===== src/rtl/vzw_pkg.sv =====
// ----------------------------------------------------------------------------
// vzw_pkg
// Shared types and constants of the varint / zigzag buffer writer.
// ----------------------------------------------------------------------------
package vzw_pkg;

    localparam int CAP_W    = 17;
    localparam int POS_W    = 16;
    localparam int LEN_W    = 4;
    localparam int CMD_W    = 4;
    localparam int VAL_W    = 64;
    localparam int Q_DEPTH  = 4;
    localparam int Q_PTR_W  = 2;
    localparam int Q_CNT_W  = 3;

    localparam logic [CAP_W-1:0] MAX_BUFFER_BYTES = 17'd65536;
    localparam logic [CAP_W-1:0] CAP_RESET        = 17'd65536;

    localparam logic [CMD_W-1:0] CMD_BYTE    = 4'd0;
    localparam logic [CMD_W-1:0] CMD_DOUBLE  = 4'd1;
    localparam logic [CMD_W-1:0] CMD_U16     = 4'd2;
    localparam logic [CMD_W-1:0] CMD_S16     = 4'd3;
    localparam logic [CMD_W-1:0] CMD_U32     = 4'd4;
    localparam logic [CMD_W-1:0] CMD_S32     = 4'd5;
    localparam logic [CMD_W-1:0] CMD_U64     = 4'd6;
    localparam logic [CMD_W-1:0] CMD_S64     = 4'd7;
    localparam logic [CMD_W-1:0] CMD_STR     = 4'd8;
    localparam logic [CMD_W-1:0] CMD_RESTART = 4'd9;

    localparam logic STATUS_OK  = 1'b0;
    localparam logic STATUS_OOS = 1'b1;

    // one classified request as handed from front to back
    typedef struct packed {
        logic             no_byte;  // single result without a written byte
        logic             raw;      // bytes taken 8 bits at a time, no continuation bit
        logic             status;
        logic [LEN_W-1:0] len;
        logic [POS_W-1:0] pos;
        logic [VAL_W-1:0] data;
    } t_entry;

endpackage


===== src/rtl/vzw_front.sv =====
// ----------------------------------------------------------------------------
// vzw_front
// Accepts requests, encodes the value, sizes the item, checks free space
// and keeps the write offset and the capacity register.
// ----------------------------------------------------------------------------
module vzw_front
    import vzw_pkg::*;
(
    input  logic             i_clk,
    input  logic             i_rst_n,
    input  logic             i_valid,
    input  logic [CMD_W-1:0] i_command,
    input  logic [VAL_W-1:0] i_value,
    input  logic             i_cfg_valid,
    input  logic [CAP_W-1:0] i_cfg_data,
    input  logic             i_q_full,
    output logic             o_push,
    output t_entry           o_entry
);

    logic [CAP_W-1:0] r_capacity;
    logic [CAP_W-1:0] r_offset;
    logic [CAP_W-1:0] n_offset;

    logic [VAL_W-1:0] enc;
    logic [LEN_W-1:0] leb_len;
    logic [LEN_W-1:0] len;
    logic             writes;
    logic             raw;
    logic             restart;
    logic [CAP_W-1:0] cap_eff;
    logic [CAP_W:0]   end_pos;
    logic             fits;

    assign o_push = i_valid && !i_q_full;

    always_comb begin
        enc     = i_value;
        raw     = 1'b0;
        writes  = 1'b1;
        restart = 1'b0;
        case (i_command)
            CMD_BYTE, CMD_STR: begin
                enc = {56'd0, i_value[7:0]};
                raw = 1'b1;
            end
            CMD_DOUBLE: begin
                raw = 1'b1;
            end
            CMD_U16: enc = {48'd0, i_value[15:0]};
            CMD_S16: enc = {48'd0, {i_value[14:0], 1'b0} ^ {16{i_value[15]}}};
            CMD_U32: enc = {32'd0, i_value[31:0]};
            CMD_S32: enc = {32'd0, {i_value[30:0], 1'b0} ^ {32{i_value[31]}}};
            CMD_U64: enc = i_value;
            CMD_S64: enc = {i_value[62:0], 1'b0} ^ {64{i_value[63]}};
            CMD_RESTART: begin
                writes  = 1'b0;
                restart = 1'b1;
            end
            default: writes = 1'b0;
        endcase
    end

    // varint length: set by the highest non-empty 7-bit group
    always_comb begin
        leb_len = LEN_W'(1);
        for (int k = 1; k < 10; k++) begin
            if ((enc >> (7 * k)) != '0) begin
                leb_len = LEN_W'(k + 1);
            end
        end
    end

    always_comb begin
        if (!raw) begin
            len = leb_len;
        end else if (i_command == CMD_DOUBLE) begin
            len = LEN_W'(8);
        end else begin
            len = LEN_W'(1);
        end
    end

    assign cap_eff = (r_capacity > MAX_BUFFER_BYTES) ? MAX_BUFFER_BYTES : r_capacity;
    // offset beyond capacity also fails here since len is at least one
    assign end_pos = {1'b0, r_offset} + {{(CAP_W + 1 - LEN_W){1'b0}}, len};
    assign fits    = end_pos <= {1'b0, cap_eff};

    always_comb begin
        o_entry.data    = enc;
        o_entry.raw     = raw;
        o_entry.len     = len;
        o_entry.pos     = r_offset[POS_W-1:0];
        o_entry.no_byte = !(writes && fits);
        o_entry.status  = (writes && !fits) ? STATUS_OOS : STATUS_OK;
    end

    always_comb begin
        n_offset = r_offset;
        if (o_push) begin
            if (restart) begin
                n_offset = '0;
            end else if (writes && fits) begin
                n_offset = end_pos[CAP_W-1:0];
            end
        end
    end

    always_ff @(posedge i_clk) begin
        if (!i_rst_n) begin
            r_offset   <= '0;
            r_capacity <= CAP_RESET;
        end else begin
            r_offset <= n_offset;
            if (i_cfg_valid) begin
                r_capacity <= i_cfg_data;
            end
        end
    end

endmodule


===== src/rtl/vzw_queue.sv =====
// ----------------------------------------------------------------------------
// vzw_queue
// Small request queue between the front and the back.
// ----------------------------------------------------------------------------
module vzw_queue
    import vzw_pkg::*;
(
    input  logic   i_clk,
    input  logic   i_rst_n,
    input  logic   i_push,
    input  t_entry i_entry,
    input  logic   i_pop,
    output logic   o_full,
    output logic   o_empty,
    output t_entry o_head
);

    t_entry               r_store [Q_DEPTH];
    logic [Q_PTR_W-1:0]   r_wr_ptr;
    logic [Q_PTR_W-1:0]   r_rd_ptr;
    logic [Q_CNT_W-1:0]   r_count;
    logic [Q_CNT_W-1:0]   n_count;
    logic                 do_push;
    logic                 do_pop;

    assign o_full  = r_count == Q_CNT_W'(Q_DEPTH);
    assign o_empty = r_count == '0;
    assign o_head  = r_store[r_rd_ptr];
    assign do_push = i_push && !o_full;
    assign do_pop  = i_pop && !o_empty;

    always_comb begin
        n_count = r_count;
        if (do_push && !do_pop) begin
            n_count = r_count + Q_CNT_W'(1);
        end else if (do_pop && !do_push) begin
            n_count = r_count - Q_CNT_W'(1);
        end
    end

    always_ff @(posedge i_clk) begin
        if (do_push) begin
            r_store[r_wr_ptr] <= i_entry;
        end
    end

    always_ff @(posedge i_clk) begin
        if (!i_rst_n) begin
            r_wr_ptr <= '0;
            r_rd_ptr <= '0;
            r_count  <= '0;
        end else begin
            r_count <= n_count;
            if (do_push) begin
                r_wr_ptr <= r_wr_ptr + Q_PTR_W'(1);
            end
            if (do_pop) begin
                r_rd_ptr <= r_rd_ptr + Q_PTR_W'(1);
            end
        end
    end

endmodule


===== src/rtl/vzw_back.sv =====
// ----------------------------------------------------------------------------
// vzw_back
// Takes queued requests and emits their bytes one per cycle through an
// output register while the output is not stalled.
// ----------------------------------------------------------------------------
module vzw_back
    import vzw_pkg::*;
(
    input  logic             i_clk,
    input  logic             i_rst_n,
    input  logic             i_q_empty,
    input  t_entry           i_head,
    output logic             o_pop,
    output logic             o_valid,
    input  logic             i_stall,
    output logic [7:0]       o_out_byte,
    output logic [POS_W-1:0] o_byte_position,
    output logic             o_byte_valid,
    output logic             o_last_of_item,
    output logic             o_status
);

    logic             r_act;
    logic [VAL_W-1:0] r_shift;
    logic [LEN_W-1:0] r_left;
    logic [POS_W-1:0] r_pos;
    logic             r_raw;
    logic             r_no_byte;
    logic             r_stat;

    logic             r_ov;
    logic [7:0]       r_ob;
    logic [POS_W-1:0] r_opos;
    logic             r_obv;
    logic             r_olast;
    logic             r_ostat;

    logic             out_free;
    logic             emit;
    logic             is_last;
    logic [7:0]       cur_byte;

    assign out_free = !r_ov || !i_stall;
    assign emit     = r_act && out_free;
    assign is_last  = r_left == LEN_W'(1);
    // next request loads as the last byte of the current one leaves
    assign o_pop    = !i_q_empty && (!r_act || (emit && is_last));

    always_comb begin
        if (r_no_byte) begin
            cur_byte = '0;
        end else if (r_raw) begin
            cur_byte = r_shift[7:0];
        end else begin
            cur_byte = {!is_last, r_shift[6:0]};
        end
    end

    always_ff @(posedge i_clk) begin
        if (!i_rst_n) begin
            r_act <= 1'b0;
            r_ov  <= 1'b0;
        end else begin
            if (o_pop) begin
                r_act <= 1'b1;
            end else if (emit && is_last) begin
                r_act <= 1'b0;
            end
            if (emit) begin
                r_ov <= 1'b1;
            end else if (!i_stall) begin
                r_ov <= 1'b0;
            end
        end
    end

    always_ff @(posedge i_clk) begin
        if (o_pop) begin
            r_shift   <= i_head.data;
            r_left    <= i_head.no_byte ? LEN_W'(1) : i_head.len;
            r_pos     <= i_head.pos;
            r_raw     <= i_head.raw;
            r_no_byte <= i_head.no_byte;
            r_stat    <= i_head.status;
        end else if (emit) begin
            r_shift <= r_raw ? (r_shift >> 8) : (r_shift >> 7);
            r_left  <= r_left - LEN_W'(1);
            r_pos   <= r_pos + POS_W'(1);
        end
        if (emit) begin
            r_ob    <= cur_byte;
            r_opos  <= r_no_byte ? '0 : r_pos;
            r_obv   <= !r_no_byte;
            r_olast <= is_last;
            r_ostat <= r_stat;
        end
    end

    assign o_valid         = r_ov;
    assign o_out_byte      = r_ob;
    assign o_byte_position = r_opos;
    assign o_byte_valid    = r_obv;
    assign o_last_of_item  = r_olast;
    assign o_status        = r_ostat;

endmodule


===== src/rtl/varint_zigzag_buffer_writer.sv =====
// ----------------------------------------------------------------------------
// varint_zigzag_buffer_writer
// Serialises typed values (raw bytes, doubles, zigzag/LEB128 varints) into a
// bounded byte buffer and emits each byte with its buffer position.
// ----------------------------------------------------------------------------
// A request is taken when the four-entry queue has room; the front encodes
// it, checks it against the free space and moves the write offset at once.
// The back then emits one result per cycle on the byte-wide output unless
// stalled, one to ten per request (one for a byte, string character, restart,
// ignored code or out-of-space report, eight for a double, the varint length
// otherwise), so sustained rate is set by the output channel. The user must
// write capacity via the config port only while idle; it is not enforced.
module varint_zigzag_buffer_writer
    import vzw_pkg::*;
(
    input  logic             i_clk,
    input  logic             i_rst_n,
    input  logic             i_valid,
    output logic             o_stall,
    input  logic [CMD_W-1:0] i_command,
    input  logic [VAL_W-1:0] i_value,
    output logic             o_valid,
    input  logic             i_stall,
    output logic [7:0]       o_out_byte,
    output logic [POS_W-1:0] o_byte_position,
    output logic             o_byte_valid,
    output logic             o_last_of_item,
    output logic             o_status,
    input  logic             i_cfg_valid,
    output logic             o_cfg_ready,
    input  logic [CAP_W-1:0] i_cfg_data
);

    logic   push;
    logic   pop;
    logic   q_full;
    logic   q_empty;
    t_entry push_entry;
    t_entry head;

    assign o_stall     = q_full;
    assign o_cfg_ready = 1'b1;

    vzw_front u_front (
        .i_clk       (i_clk),
        .i_rst_n     (i_rst_n),
        .i_valid     (i_valid),
        .i_command   (i_command),
        .i_value     (i_value),
        .i_cfg_valid (i_cfg_valid),
        .i_cfg_data  (i_cfg_data),
        .i_q_full    (q_full),
        .o_push      (push),
        .o_entry     (push_entry)
    );

    vzw_queue u_queue (
        .i_clk   (i_clk),
        .i_rst_n (i_rst_n),
        .i_push  (push),
        .i_entry (push_entry),
        .i_pop   (pop),
        .o_full  (q_full),
        .o_empty (q_empty),
        .o_head  (head)
    );

    vzw_back u_back (
        .i_clk           (i_clk),
        .i_rst_n         (i_rst_n),
        .i_q_empty       (q_empty),
        .i_head          (head),
        .o_pop           (pop),
        .o_valid         (o_valid),
        .i_stall         (i_stall),
        .o_out_byte      (o_out_byte),
        .o_byte_position (o_byte_position),
        .o_byte_valid    (o_byte_valid),
        .o_last_of_item  (o_last_of_item),
        .o_status        (o_status)
    );

endmodule

===== config.mk =====
export PLATFORM = sky130hd
export DESIGN_NAME = varint_zigzag_buffer_writer
export DESIGN_NICKNAME = d
export VERILOG_FILES = /design/src/rtl/vzw_pkg.sv /design/src/rtl/vzw_front.sv /design/src/rtl/vzw_queue.sv /design/src/rtl/vzw_back.sv /design/src/rtl/varint_zigzag_buffer_writer.sv
export SDC_FILE = /design/constraint.sdc
export NUM_CORES = 1
export LEC_CHECK = 0
export ABC_AREA = 0
export BUFFER_PORTS_ARGS = -buffer_cell sky130_fd_sc_hd__buf_2
export CORE_ASPECT_RATIO = 0.5
export CORE_UTILIZATION = 40
export DETAILED_ROUTE_END_ITERATION = 10
export RECOVER_POWER = 100
export SYNTH_ARGS = -nofsm -noshare
export SYNTH_HDL_FRONTEND = slang
export SYNTH_SLANG_ARGS = --single-unit

===== constraint.sdc =====
create_clock -name i_clk -period 6.1 [get_ports i_clk]
set_clock_uncertainty 0.2 [all_clocks]
set_input_delay 0.915 -clock i_clk [delete_from_list [all_inputs] [get_ports i_clk]]
set_output_delay 0.915 -clock i_clk [all_outputs]
set_load 0.01 [all_outputs]

==> flow_metrics.env <==
export IMPL_ios=120
export IMPL_period_share_pct=97.0
export IMPL_end_kind="register"
export IMPL_setup_tns_ns=0
export IMPL_dp_cells=2471
export IMPL_hold_viol=0
export IMPL_grt_first_pass_wirelength_um=79500
export IMPL_placed_area_um2=25200
export IMPL_slew_limit_headroom_pct=21.9
export IMPL_crit_required_ns=6.36
export IMPL_synth_seq_area_share_pct=64.8
export IMPL_grt_max_degree=80
export IMPL_wl_met3_um=2530
export IMPL_wl_per_cell_um=20.5
export IMPL_fill_cells=4824
export IMPL_powerDensity_nw_per_um2=412
export IMPL_gp_congestion=0.900
export IMPL_viasPerCell=5.34
export IMPL_hold_class="register to register"
export IMPL_worstSkewPairLatency_ns=0.58
export IMPL_slowest_stage="o311a_1"
export IMPL_design_area_um2=26900
export IMPL_wl_met1_um=24500
export IMPL_drc=0
export IMPL_coreArea_um2=55900
export IMPL_vias=13700
export IMPL_die_y_um=171
export IMPL_final_nets=1890
export IMPL_multiInputGateArea_um2=7740
export IMPL_wl_um=52700
export IMPL_syn_inst=1538
export IMPL_final_cells=2565
export IMPL_clock_path_buffers=3
export IMPL_synth_edf_count=462
export IMPL_tightest_slew_ns=1.17
export IMPL_slew_violations=0
export IMPL_met2WireLength_um=24700
export IMPL_synth_area_top_cells="edfxtp_1, mux4_2, dfxtp_1, mux2i_1, xnor2_1"
export IMPL_holdBufCountCts=0
export IMPL_timing_fmax_mhz=169
export IMPL_yosysUniqueCellTypes=82
export IMPL_avgSynthCellArea_um2=14.8
export IMPL_grt_pass1_vias=13600
export IMPL_drv_cap=0
export IMPL_syn_area_um2=22800
export IMPL_path_max_fanout=28
export IMPL_regArea_um2=14800
export IMPL_fin_crit_ns=5.92
export IMPL_cts_htree_levels=2
export IMPL_setup_viol_count_final=0
export IMPL_gr_total_overflow=0
export IMPL_ir_drop_uv=226
export IMPL_grt_usage_pct=17.9
export IMPL_cts_sinks=507
export IMPL_start_util_pct=40.8
export IMPL_async_flop_share_pct=0
export IMPL_yosys_warnings=0
export IMPL_drtAntennaViolNets=0
export IMPL_synth_main_ff_cell="edfxtp_1"
export IMPL_p_leak_nw=9.60
export IMPL_drive_gt1_share_pct=26.9
export IMPL_clkTransAtPathRegs_ns=0.07
export IMPL_port_buffers=118
export IMPL_critPathMaxStageDelay_ns=0.43
export IMPL_startpoint_type="input pin"
export IMPL_status="complete, no violations"
export IMPL_cts_made_buffers=47
export IMPL_ys_seq_elements=507
export IMPL_arrival_ns=6.17
export IMPL_antenna_found_initial=3
export IMPL_synth_top_cell_by_area="edfxtp_1"
export IMPL_critical_path_class="input pin to register"
export IMPL_dieArea_um2=58000
export IMPL_cts_tree="done"
export IMPL_hpwl_um=35200
export IMPL_highest_layer="met4"
export IMPL_root_buffer="clkbuf_16"
export IMPL_rsz0062_at_grt="yes"
export IMPL_p_total_mw=11.1
export IMPL_drt_iter0_markers=1195
export IMPL_first_pass_iters=6
export IMPL_syn_nets=1659
export IMPL_synth_top_area_share_pct=60.8
export IMPL_holdWs_ns=0.240
export IMPL_rows=61
export IMPL_die_w_um=340
export IMPL_syn_to_final_growth_pct=18.1
[cell usage after synthesis (11+ instances only)]
master / count
clkbuf_1: 60
mux4_2: 87
o221ai_1: 12
a31oi_1: 11
nor2b_1: 48
o21ai_0: 39
buf_2: 21
a21oi_1: 96
mux2i_1: 77
ha_1: 29
and2_1: 19
inv_1: 26
dfxtp_1: 45
nand2_1: 75
nand3_1: 19
xnor2_1: 62
xor2_1: 22
edfxtp_1: 462
nor3_1: 14
nand4_1: 12
nor2_1: 111
a22o_1: 35
[metal layers]
metal | track usage (%) | vias to the layer above
met5 | 0 | -
met4 | 4.64 | 0
met3 | 3.02 | 71
met2 | 29.1 | 303
met1 | 25.0 | 6885
li1 | - | 6441
[flip-flops by register name, indices dropped and copies added (netlist names), named ones only]
name / count
u_queue.r_store: 348
u_front.r_offset: 17
u_back.o_out_byte: 8
u_back.o_valid: 1
u_back.r_left: 4
u_queue.r_count: 3
u_front.r_capacity: 17
u_back.r_raw: 1
u_queue.r_wr_ptr: 2
u_back.o_byte_valid: 1
u_back.r_stat: 1
u_queue.r_rd_ptr: 2
u_back.o_status: 1
u_back.r_pos: 16
u_back.r_act: 1
u_back.r_shift: 64
u_back.r_no_byte: 1
u_back.o_last_of_item: 1
u_back.o_byte_position: 16
[kinds of logic (layout without fill, tap and decap cells)]
| group | after synthesis | count (layout) | share of synthesized area, % |
|---|---|---|---|
| xor+xnor | 84 | 84 | 3.23 |
| compound gates | 265 | 265 | 7.70 |
| fa+ha+maj | 31 | 31 | 1.77 |
| buf+inv | 122 | 390 | 2.22 |
| flops | 507 | 507 | 64.8 |
| mux | 168 | 168 | 12.2 |
| simple gates | 360 | 360 | 8.09 |
| other cells | 1 | 4 | 0.0164 |
[layout by cell type, fill, tap and decap left out, types with 13 or more instances in the layout]
cell,instances
and2_1,15
xor2_1,22
xnor2_1,61
nor2b_1,47
nand2_1,73
mux2i_1,77
nor3_1,13
buf_2,114
ha_1,28
mux4_2,87
clkbuf_16,47
a22o_1,35
edfxtp_1,462
nor2_1,109
dfxtp_1,43
a21oi_1,93
o21ai_0,39
nand3_1,16
inv_1,26
buf_4,148
[where the power goes]
group          internal [mW]  switching [mW]  total [mW]
Sequential              4.81           0.442        5.25
Clock                   1.56            1.31        2.86
Combinational           1.28            1.70        2.98
[worst max-delay path: cells and delay by family]
family / cells / cell delay, ns
AOI/OAI and AO/OA: 10 / 2.33
and+or+nand+nor: 7 / 1.21
adders and majority gates: 3 / 0.84
buffers and inverters: 4 / 0.69
xor gates and xnor gates: 1 / 0.15
[worst paths after layout]
path | end | slack [ns] | cells past startpoint | startpoint
max | u_front.r_offset[10] | 0.18 | 25 | i_command[1]
min | u_back.o_status | 0.24 | 0 | u_back.r_stat
max reg2reg | u_front.r_offset[10] | 2.07 | 16 | u_front.r_offset[0]
min reg2reg | u_back.o_status | 0.24 | 0 | u_back.r_stat
[what timing repair did]
action / in CTS / in global routing
buffers inserted: 0 / 5
pin swaps: 0 / 34
endpoints found under the setup margin: 18 / 25
gates resized for setup: 2 / 40
[per-stage QoR]
| stage | utilization (%) | setup slack [ns] |
|---|---|---|
| after floorplan | - | 0.00452 |
| after global placement | 45.1 | -0.518 |
| after detailed placement | 45.1 | -0.719 |
| after CTS | 47.7 | 0.0292 |
| after global routing | 48.1 | -0.0968 |
| final | 48.1 | 0.185 |
[cell type report]
class | instances | share of cell area (%)
Timing Repair Buffer | 277 | 7.02
Clock buffer | 57 | 4.51
Clock inverter | 29 | 0.902
Tap cell | 756 | 3.51
Multi-Input combinational cell | 909 | 28.7
Antenna cell | 3 | 0.0279
Inverter | 27 | 0.376
Sequential cell | 507 | 54.9
No activity file was read; power rests on OpenSTA's default activity.
